--- config.mk ---
export PLATFORM = sky130hd
export DESIGN_NAME = can_frame_to_slcan_text
export DESIGN_NICKNAME = d
export VERILOG_FILES = /design/src/hw/rtl/slcan_pkg.sv /design/src/hw/rtl/slcan_ts_mod.sv /design/src/hw/rtl/slcan_seq.sv /design/src/hw/rtl/can_frame_to_slcan_text.sv
export SDC_FILE = /design/constraint.sdc
export NUM_CORES = 1
export LEC_CHECK = 0
export BUFFER_PORTS_ARGS = -buffer_cell sky130_fd_sc_hd__buf_2
export CAP_MARGIN = 5
export CORE_UTILIZATION = 45
export DETAILED_ROUTE_END_ITERATION = 12
export PLACE_DENSITY = 0.68
export REMOVE_ABC_BUFFERS = 1
export SLEW_MARGIN = 20
export SYNTH_ARGS = -nofsm -noshare
export SYNTH_HDL_FRONTEND = slang
export SYNTH_SLANG_ARGS = --single-unit
--- constraint.sdc ---
create_clock -name clk -period 10.65 [get_ports clk]
set_input_delay 3.195 -clock clk [delete_from_list [all_inputs] [get_ports clk]]
set_output_delay 3.195 -clock clk [all_outputs]
set_load 0.005 [all_outputs]
--- src/hw/rtl/slcan_pkg.sv ---
package slcan_pkg;

  localparam int StepW = 5;
  localparam logic [StepW-1:0] LastStep = 5'd21;

  localparam int TsModulus = 60000;
  // 60000 = 32 * 1875: drop five bits, then divide by 1875 with a reciprocal
  localparam int TsPreShift = 5;
  localparam logic [27:0] TsRecip = 28'd146601551;  // ceil(2^38 / 1875)
  localparam int TsRecipShift = 38;

  // configuration register indexes
  localparam logic REG_LINK_OPEN = 1'b0;
  localparam logic REG_TS_ON = 1'b1;

  // character source select
  localparam logic [2:0] SRC_TYPE = 3'd0;
  localparam logic [2:0] SRC_ID = 3'd1;
  localparam logic [2:0] SRC_DLC = 3'd2;
  localparam logic [2:0] SRC_DATA = 3'd3;
  localparam logic [2:0] SRC_TS = 3'd4;
  localparam logic [2:0] SRC_CR = 3'd5;

  // jump conditions
  localparam logic [2:0] COND_NONE = 3'd0;
  localparam logic [2:0] COND_ALWAYS = 3'd1;
  localparam logic [2:0] COND_STD = 3'd2;
  localparam logic [2:0] COND_NO_DATA = 3'd3;
  localparam logic [2:0] COND_MORE_DATA = 3'd4;
  localparam logic [2:0] COND_TS_OFF = 3'd5;

  localparam logic [7:0] CHAR_CR = 8'h0D;

  typedef struct packed {
    logic             emit;
    logic [2:0]       src;
    logic [2:0]       nib;
    logic             wait_ts;
    logic             byte_step;
    logic             last;
    logic [2:0]       cond;
    logic [StepW-1:0] target;
  } ctl_word_t;

  typedef struct packed {
    logic is_std;
    logic no_data;
    logic more_data;
    logic ts_off;
    logic ts_ready;
  } seq_flags_t;

  function automatic logic [7:0] hex_char(logic [3:0] n);
    hex_char = (n < 4'd10) ? (8'h30 + {4'h0, n}) : (8'h37 + {4'h0, n});
  endfunction

  function automatic ctl_word_t ucode(logic [StepW-1:0] step);
    ctl_word_t w;
    w = '0;
    case (step)
      5'd0: begin
        w.emit = 1'b1; w.src = SRC_TYPE; w.cond = COND_STD; w.target = 5'd10;
      end
      5'd1: begin w.emit = 1'b1; w.src = SRC_ID; w.nib = 3'd7; end
      5'd2: begin w.emit = 1'b1; w.src = SRC_ID; w.nib = 3'd6; end
      5'd3: begin w.emit = 1'b1; w.src = SRC_ID; w.nib = 3'd5; end
      5'd4: begin w.emit = 1'b1; w.src = SRC_ID; w.nib = 3'd4; end
      5'd5: begin w.emit = 1'b1; w.src = SRC_ID; w.nib = 3'd3; end
      5'd6: begin w.emit = 1'b1; w.src = SRC_ID; w.nib = 3'd2; end
      5'd7: begin w.emit = 1'b1; w.src = SRC_ID; w.nib = 3'd1; end
      5'd8: begin
        w.emit = 1'b1; w.src = SRC_ID; w.nib = 3'd0;
        w.cond = COND_ALWAYS; w.target = 5'd13;
      end
      5'd10: begin w.emit = 1'b1; w.src = SRC_ID; w.nib = 3'd2; end
      5'd11: begin w.emit = 1'b1; w.src = SRC_ID; w.nib = 3'd1; end
      5'd12: begin w.emit = 1'b1; w.src = SRC_ID; w.nib = 3'd0; end
      5'd13: begin
        w.emit = 1'b1; w.src = SRC_DLC; w.cond = COND_NO_DATA; w.target = 5'd16;
      end
      5'd14: begin w.emit = 1'b1; w.src = SRC_DATA; w.nib = 3'd1; end
      5'd15: begin
        w.emit = 1'b1; w.src = SRC_DATA; w.nib = 3'd0; w.byte_step = 1'b1;
        w.cond = COND_MORE_DATA; w.target = 5'd14;
      end
      5'd16: begin w.cond = COND_TS_OFF; w.target = 5'd21; end
      5'd17: begin w.emit = 1'b1; w.src = SRC_TS; w.nib = 3'd3; w.wait_ts = 1'b1; end
      5'd18: begin w.emit = 1'b1; w.src = SRC_TS; w.nib = 3'd2; w.wait_ts = 1'b1; end
      5'd19: begin w.emit = 1'b1; w.src = SRC_TS; w.nib = 3'd1; w.wait_ts = 1'b1; end
      5'd20: begin w.emit = 1'b1; w.src = SRC_TS; w.nib = 3'd0; w.wait_ts = 1'b1; end
      5'd21: begin w.emit = 1'b1; w.src = SRC_CR; w.last = 1'b1; end
      default: begin w.last = 1'b1; end
    endcase
    return w;
  endfunction

endpackage

--- src/hw/rtl/slcan_ts_mod.sv ---
// now_ms mod 60000 by reciprocal multiply, three register stages:
// quotient product, quotient times 60000, then the subtract; done rises
// with the remainder
module slcan_ts_mod (
  input  logic        clk,
  input  logic        rst,
  input  logic        start,
  input  logic [31:0] value,
  output logic        done,
  output logic [15:0] remainder
);

  logic [31:0] value_r;
  logic [54:0] prod;
  logic [16:0] quot;
  logic [31:0] back;
  logic        stage1;
  logic        stage2;

  assign quot = prod[slcan_pkg::TsRecipShift +: 17];

  always_ff @(posedge clk) begin
    if (rst) begin
      stage1 <= 1'b0;
      stage2 <= 1'b0;
      done   <= 1'b0;
    end else begin
      stage1 <= start;
      stage2 <= stage1;
      if (start) done <= 1'b0;
      else if (stage2) done <= 1'b1;
    end
  end

  always_ff @(posedge clk) begin
    if (start) begin
      value_r <= value;
      prod    <= 55'(value[31:slcan_pkg::TsPreShift]) * 55'(slcan_pkg::TsRecip);
    end
    if (stage1) back <= 32'(33'(quot) * 33'(slcan_pkg::TsModulus));
    if (stage2) remainder <= 16'(value_r - back);
  end

endmodule

--- src/hw/rtl/slcan_seq.sv ---
// microcode step counter: one control word per step, conditional jumps
module slcan_seq (
  input  logic                   clk,
  input  logic                   rst,
  input  logic                   start,
  input  logic                   advance,
  input  slcan_pkg::seq_flags_t  flags,
  output logic                   busy,
  output logic                   fire,
  output slcan_pkg::ctl_word_t   cw
);

  logic [slcan_pkg::StepW-1:0] step;
  logic taken;

  assign cw = slcan_pkg::ucode(step);

  always_comb begin
    case (cw.cond)
      slcan_pkg::COND_NONE:      taken = 1'b0;
      slcan_pkg::COND_ALWAYS:    taken = 1'b1;
      slcan_pkg::COND_STD:       taken = flags.is_std;
      slcan_pkg::COND_NO_DATA:   taken = flags.no_data;
      slcan_pkg::COND_MORE_DATA: taken = flags.more_data;
      slcan_pkg::COND_TS_OFF:    taken = flags.ts_off;
      default:                   taken = 1'b0;
    endcase
  end

  // timestamp steps hold until the remainder unit is done
  assign fire = busy && advance && !(cw.wait_ts && !flags.ts_ready);

  always_ff @(posedge clk) begin
    if (rst) begin
      busy <= 1'b0;
      step <= '0;
    end else if (start) begin
      busy <= 1'b1;
      step <= '0;
    end else if (fire) begin
      if (cw.last) begin
        busy <= 1'b0;
        step <= '0;
      end else if (taken) begin
        step <= cw.target;
      end else begin
        step <= step + 1'b1;
      end
    end
  end

  a_fire_busy: assert property (@(posedge clk) disable iff (rst) fire |-> busy)
    else $error("step fired while idle");
  a_step_range: assert property (@(posedge clk) disable iff (rst)
    busy |-> step <= slcan_pkg::LastStep)
    else $error("step counter beyond program");
  a_last_ends: assert property (@(posedge clk) disable iff (rst)
    fire && cw.last |=> !busy)
    else $error("sequencer still busy after last step");
  a_no_restart: assert property (@(posedge clk) disable iff (rst) start |-> !busy)
    else $error("frame started while busy");

endmodule

--- src/hw/rtl/can_frame_to_slcan_text.sv ---
// CAN frame to SLCAN text line encoder.
// Input channel (in_valid / in_stall): one beat per received CAN frame. The
//   frame counter counts every accepted beat, also while the link is closed.
// Output channel (out_valid / out_stall): one beat per ASCII character, with
//   line_end set on the closing carriage return and frames_seen the counter
//   value including this frame.
// Config: cfg_write with cfg_index 0 = link_open, 1 = timestamps_on, bit 0 of
//   cfg_data. Write only while no line is in flight.
// Order: the frame beat starts the sequencer; its first step loads the first
//   character into the output register. The microcode program walks a line of
//   at most 31 characters, one per cycle unless held, plus one silent step.
// With timestamps on, the timestamp digits wait for the mod-60000 unit,
//   which the frame beat starts.
// in_stall is high while a line is being sent; one frame is handled at a
//   time, the next one taken in the cycle after the line's last step. When the
//   receiver stalls, the character holds in the output register and the
//   sequencer waits. A closed link drops the frame at once.
// Reset clears the counter and both config bits and empties the output.
module can_frame_to_slcan_text (
  input  logic        clk,
  input  logic        rst,
  input  logic        cfg_write,
  input  logic        cfg_index,
  input  logic        cfg_data,
  input  logic        in_valid,
  output logic        in_stall,
  input  logic        extended,
  input  logic        remote,
  input  logic [28:0] identifier,
  input  logic [3:0]  length_code,
  input  logic [63:0] payload,
  input  logic [31:0] now_ms,
  output logic        out_valid,
  input  logic        out_stall,
  output logic [7:0]  text_char,
  output logic        line_end,
  output logic [31:0] frames_seen
);

  logic        link_open;
  logic        ts_on;
  logic [31:0] count;
  logic        ext_r;
  logic        rtr_r;
  logic [31:0] id_r;
  logic [3:0]  dlc_r;
  logic [63:0] data_r;
  logic [2:0]  byte_idx;
  logic [3:0]  nbytes;
  logic        accept;
  logic        start;
  logic        busy;
  logic        fire;
  logic        ts_done;
  logic [15:0] ts_val;
  logic [7:0]  byte_sel;
  logic [7:0]  char_sel;
  slcan_pkg::ctl_word_t  cw;
  slcan_pkg::seq_flags_t flags;

  assign in_stall = busy;
  assign accept   = in_valid && !in_stall;
  assign start    = accept && link_open;

  always_ff @(posedge clk) begin
    if (rst) begin
      link_open <= 1'b0;
      ts_on     <= 1'b0;
    end else if (cfg_write) begin
      case (cfg_index)
        slcan_pkg::REG_LINK_OPEN: link_open <= cfg_data;
        slcan_pkg::REG_TS_ON:     ts_on     <= cfg_data;
        default: ;
      endcase
    end
  end

  always_ff @(posedge clk) begin
    if (rst) count <= '0;
    else if (accept) count <= count + 32'd1;
  end

  always_ff @(posedge clk) begin
    if (accept) begin
      ext_r  <= extended;
      rtr_r  <= remote;
      id_r   <= {3'b000, identifier};
      dlc_r  <= length_code;
      data_r <= payload;
    end
  end

  always_ff @(posedge clk) begin
    if (start) byte_idx <= '0;
    else if (fire && cw.byte_step) byte_idx <= byte_idx + 1'b1;
  end

  assign nbytes = (dlc_r > 4'd8) ? 4'd8 : dlc_r;

  always_comb begin
    flags.is_std    = !ext_r;
    flags.no_data   = (nbytes == 4'd0);
    flags.more_data = (({1'b0, byte_idx} + 4'd1) != nbytes);
    flags.ts_off    = !ts_on;
    flags.ts_ready  = ts_done;
  end

  slcan_ts_mod u_ts_mod (
    .clk       (clk),
    .rst       (rst),
    .start     (start),
    .value     (now_ms),
    .done      (ts_done),
    .remainder (ts_val)
  );

  slcan_seq u_seq (
    .clk     (clk),
    .rst     (rst),
    .start   (start),
    .advance (!out_valid || !out_stall),
    .flags   (flags),
    .busy    (busy),
    .fire    (fire),
    .cw      (cw)
  );

  assign byte_sel = data_r[{byte_idx, 3'b000} +: 8];

  always_comb begin
    case (cw.src)
      slcan_pkg::SRC_TYPE:
        char_sel = ext_r ? (rtr_r ? "R" : "T") : (rtr_r ? "r" : "t");
      slcan_pkg::SRC_ID:   char_sel = slcan_pkg::hex_char(id_r[{cw.nib, 2'b00} +: 4]);
      slcan_pkg::SRC_DLC:  char_sel = slcan_pkg::hex_char(dlc_r);
      slcan_pkg::SRC_DATA: char_sel = slcan_pkg::hex_char(cw.nib[0] ? byte_sel[7:4]
                                                                    : byte_sel[3:0]);
      slcan_pkg::SRC_TS:   char_sel = slcan_pkg::hex_char(ts_val[{cw.nib[1:0], 2'b00} +: 4]);
      slcan_pkg::SRC_CR:   char_sel = slcan_pkg::CHAR_CR;
      default:             char_sel = slcan_pkg::CHAR_CR;
    endcase
  end

  always_ff @(posedge clk) begin
    if (rst) out_valid <= 1'b0;
    else if (fire && cw.emit) out_valid <= 1'b1;
    else if (!out_stall) out_valid <= 1'b0;
  end

  always_ff @(posedge clk) begin
    if (fire && cw.emit) begin
      text_char   <= char_sel;
      line_end    <= cw.last;
      frames_seen <= count;
    end
  end

  a_ts_ready: assert property (@(posedge clk) disable iff (rst)
    fire && cw.src == slcan_pkg::SRC_TS |-> ts_done)
    else $error("timestamp digit sent before remainder done");
  a_out_hold: assert property (@(posedge clk) disable iff (rst)
    out_valid && out_stall |-> !(fire && cw.emit))
    else $error("output register overwritten while stalled");

endmodule
After elaboration in Yosys (flattened, before gate mapping)
Cells that the tools add are included.
{ "totals": {"ff_bits": 285, "input_bits": 138, "word_cells": 132} }
{ "classes": {"n_addsub": 13, "multipliers": 2, "n_lt_le_gt_ge": 5, "n_eq_ne": 32, "shift": 3, "n_mux": 24, "n_bitwise": 1, "reduce_logical": 30} }
{ "ops": {"columns": ["operator", "count"], "rows": [
  ["64-bit by 7-bit variable part select with 8-bit output", 1],
  ["6-bit by 4-bit adder with 7-bit output (first input constant)", 8],
  ["27-bit by 28-bit multiplier with 55-bit output (second input constant)", 1],
  ["8-bit one-hot mux with 5 select lines", 1],
  ["5-bit by 4-bit equality test with 1-bit output (second input constant)", 7],
  ["7-bit one-hot mux with 5 select lines", 1],
  ["32-bit by 1-bit adder with 32-bit output (second input constant)", 1],
  ["32-bit by 6-bit variable part select with 4-bit output", 1],
  ["5-bit equality test (second input constant)", 6],
  ["7-bit 2-to-1 mux", 4],
  ["4-bit one-hot mux with 6 select lines", 1],
  ["3-bit one-hot mux with 7 select lines", 1],
  ["5-bit by 3-bit equality test with 1-bit output (second input constant)", 4],
  ["20-bit OR reduction", 1],
  ["17-bit by 11-bit multiplier with 11-bit output (second input constant)", 1],
  ["4-bit less-than comparator (second input constant)", 4],
  ["16-bit by 5-bit variable part select with 4-bit output", 1],
  ["16-bit subtractor", 1],
  ["3-bit by 2-bit equality test with 1-bit output (second input constant)", 4],
  ["11-bit OR reduction", 1],
  ["5-bit by 2-bit equality test with 1-bit output (second input constant)", 2],
  ["5-bit 2-to-1 mux", 2],
  ["3-bit equality test (second input constant)", 3],
  ["1-bit 2-to-1 mux", 8],
  ["24 further kinds", 45]
]} }

Longest topological paths before layout
{ "depth": {"word_depth": 8, "mapped_depth": 24, "ltp_nobuf": 24} }

Hierarchy
From an unflattened synthesis, not the netlist that was laid out.
{ "unflattened": {"cells_unflattened": 2084, "hier_area_um2": 23294.8} }
{ "modules_own_cells": {"columns": ["module", "instances", "cells_per_inst", "area_per_inst_um2", "seq_area_each_um2"], "rows": [
  ["slcan_ts_mod", 1, 1426, 14860.5, 1681.6],
  ["can_frame_to_slcan_text", 1, 534, 7505.9, 4934.7],
  ["slcan_seq", 1, 124, 928.4, 120.1]
]} }

Least setup slack after synthesis
No wires, ideal clock.
{ "synth_timing": {"path_type": "input to register", "start": "input port now_ms[23]", "end": "register u_ts_mod.prod[43], data pin", "setup_time_ns": 0.265, "arrival_ns": 8.675, "required_ns": 10.385, "setup_slack_ns": 1.710, "path_stages": 21, "path_cell_list": "fa_1 > inv_1 > fa_1 > inv_1 > fa_1 > inv_1 > fa_1 > fa_1 > inv_1 > fa_1 > inv_1 > fa_1 > inv_1 > ha_1 > a21oi_1 > o21ai_0 > nor3_1 > o311ai_0 > a221oi_1 > o21ai_0 > xor2_1"} }
{ "synth_via": {"elab_chain_len": 1} }
{ "synth_rtl": {"columns": ["element", "line", "text"], "rows": [
  ["from (decl)", "can_frame_to_slcan_text.sv:32", "input logic [31:0] now_ms,"],
  ["27-bit by 28-bit multiplier with 55-bit output", "slcan_ts_mod.sv:38", "prod <= 55'(value[31:slcan_pkg::TsPreShift]) * 55'(slcan_pkg::TsRecip);"],
  ["to (signal assigned)", "slcan_ts_mod.sv:38", null],
  ["to (decl)", "slcan_ts_mod.sv:14", "logic [54:0] prod;"]
]} }
No other way between the ends.
A chain may end at the register's enable or synchronous reset.

Worst setup path after layout
{ "layout_timing": {"start": "input port now_ms[11]", "end": "register u_ts_mod.prod[46], data pin"} }
The elaborated chain is that of the path after synthesis.

==> impl_metrics.yaml <==
logic_synthesis:
  ys_seq_area_share_pct: 29.8
  synth_edf_count: 193
  avgSynthCellArea_um2: 11.4
  ys_async_sr_fraction_pct: 0
  synth_ff_type: "edfxtp_1"
  syn_inst: 1986
  netlist_area_um2: 22600
  ys_warn_count: 0
  synth-seq-cells: 240
  synth.distinct_cells: 75
global_routing:
  grt_max_degree: 90
  grt_pass1_vias: 15800
  antenna_found_initial: 2
  grt-ovfl-total: 0
  track_usage_pct: 22.1
  grt_pass1_wl_mm: 86.2
final_layout:
  final_common_cell: "inv_1"
  num-fill-cells: 4414
  final_area_um2: 25100
  drive_above_1_share_pct: 12.0
  nNetsFinal: 2896
  final_cells: 2852
  layout_common_cells: "inv_1, fa_1, ha_1"
  area_delta_synth_final_pct: 10.7
route:
  num_vias: 14700
  wirelength_mm: 54.9
  drc: 0
  post_drt_wl_per_cell_um: 19.2
  viasPerCell: 5.15
  drt_first_pass_iters: 5
  drtIter0Drc: 885
  ant_nets: 0
hold_path:
  hp-class: "reg2reg"
floorplan:
  die_w_um: 226
  pin_count: 181
  core_area_um2: 49300
  start_util_pct: 46.0
  die_h_um: 226
  rows: 81
  die-area_um2: 51200
sta:
  grt_setup_unrepaired: "no"
  setup_tns_ns: 0
  period_minus_slack_ns: 9.21
  fmax_mhz: 109
  setup_viol: 0
  finalClockSkew_ns: 0.0110
  finalCritPeriodShare_pct: 86.4
  tightestPinTransition_ns: 1.09
  slew_headroom_pct: 27.4
  finalWorstSetupSlack_ns: 1.44
  finalHoldViolations: 0
  drv_slew: 0
placement:
  place_congestion: 1.00
  post-place-ws_ns: 0.951
  dpl.hpwl_mm: 46.9
  place_area_um2: 24300
  port-buffer-count: 179
  dpl.cell_count: 2809
clock_network:
  clkLatencyLatePin_ns: 0.50
  clockBufferDepth: 3
  clock-root-buffer: "clkbuf_16"
  cts.sinks: 240
  path_clk_slew_ns: 0.06
  holdBufCountCts: 0
  cts.htree.levels: 1
  postCtsSetupBuffers: 0
  cts_buffers: 23
  cts_tree: "built"
  cts_resized: 0
critical_path:
  cpMostUsedCell: "fa_1"
  path_max_fanout: 8
  crit_chain: "buf_2, fa_1, fa_1, fa_1, fa_1, inv_1, fa_1, inv_1, fa_1, fa_1, ha_1, a211oi_1, nand3_1, a2111o_1, a21oi_1, nor2_1, o41ai_1, xnor2_1"
  cp.arrival_ns: 9.44
  crit_slowest_cell: "fa_1"
  required_ns: 10.88
  start_kind: "input port"
  crit_type: "in2reg"
  end_kind: "flip-flop"
  cp_slowest_stage_delay_ns: 0.57
run_status:
  status: "finished, final reports clean"
run:
  cap_violations: 0
[layout make-up]
type                    instances  area (um2)  share of cell area (%)
clock inverters                 9         129                   0.514
diodes                          2        5.00                  0.0200
flip-flops and latches        240        6740                    26.9
clock buffers                  32         641                    2.56
multi-input cells            1214       13900                    55.4
well taps                     664         831                    3.31
repair buffers                185         941                    3.75
inverters                     506        1900                    7.58
[synthesized netlist by cell type (9+ instances only)]
| cell type | instances | share of area, % |
|---|---|---|
| a21o_1 | 23 | 0.76 |
| edfxtp_1 | 193 | 26 |
| nor2_1 | 74 | 1.2 |
| nor3_1 | 15 | 0.33 |
| clkbuf_1 | 12 | 0.20 |
| xnor2_1 | 44 | 1.7 |
| and3_1 | 9 | 0.25 |
| inv_1 | 506 | 8.4 |
| nand2b_1 | 13 | 0.36 |
| nand4_1 | 11 | 0.30 |
| xor2_1 | 37 | 1.4 |
| a211oi_1 | 13 | 0.43 |
| nand3_1 | 26 | 0.57 |
| mux2i_1 | 24 | 1.1 |
| a21oi_1 | 65 | 1.4 |
| nand2_1 | 73 | 1.2 |
| fa_1 | 299 | 26 |
| or3_1 | 10 | 0.28 |
| ha_1 | 289 | 16 |
| nor2b_1 | 11 | 0.30 |
| mux4_2 | 21 | 2.1 |
| o21ai_0 | 50 | 1.1 |
| dfxtp_1 | 47 | 4.2 |
[cell families after synthesis]
logic type	Yosys count	synth area share, %
simple gates	269	5.75
other cells	1	0.0166
buf+inv	532	8.99
mux	48	3.37
fa+ha+maj	588	42.4
xor+xnor	82	3.21
compound gates	226	6.47
flops	240	29.8
[sequential cells by signal (all words and copies together), names as in the netlist]
register            count
data_r                 64
count                  32
frames_seen            32
id_r                   29
u_ts_mod.remainder     16
u_ts_mod.value_r       15
u_ts_mod.prod          12
u_ts_mod.back          11
text_char               7
u_seq.step              5
dlc_r                   4
byte_idx                3
ext_r                   1
line_end                1
link_open               1
out_valid               1
rtr_r                   1
ts_on                   1
u_seq.busy              1
u_ts_mod.done           1
u_ts_mod.stage1         1
u_ts_mod.stage2         1
[stage by stage]
| stage | hold slack [ns] | util (%) |
|---|---|---|
| after floorplan | 0.400 | - |
| after global placement | 0.404 | 49.3 |
| after detailed placement | 0.406 | 49.3 |
| after CTS | 0.422 | 50.9 |
| after global routing | 0.421 | 50.9 |
| final | 0.420 | 50.9 |
[layer usage]
| layer | routed length, um | vias to the layer above | GRT usage, % |
|---|---|---|---|
| li1 | - | 6850 | - |
| met1 | 22900 | 7351 | 27.6 |
| met2 | 27600 | 390 | 39.5 |
| met3 | 2780 | 93 | 2.90 |
| met4 | 1640 | 0 | 7.11 |
| met5 | 0 | - | 0 |
[path summary, 6_finish.rpt]
kind                       startpoint               endpoint  slack (ns)  depth (start not counted)
hold reg to reg   u_ts_mod.value_r[3]  u_ts_mod.remainder[3]        0.42                          0
hold / removal    u_ts_mod.value_r[3]  u_ts_mod.remainder[3]        0.42                          0
setup reg to reg        u_seq.step[1]           text_char[2]        6.84                         12
setup / recovery           now_ms[11]      u_ts_mod.prod[46]        1.44                         18
[worst max-delay path: cells and delay by family]
family                   cells  cell delay (ns)
XOR/XNOR                     1             0.13
adder cells (fa/ha/maj)      8             3.86
AO/OA/AOI/OAI                4             1.57
buffers and inverters        3             0.40
AND/OR/NAND/NOR              2             0.26
Power is left out: the tool's default activity adds up to more than one toggle a clock period on the data nets, which glitch-free logic cannot reach.
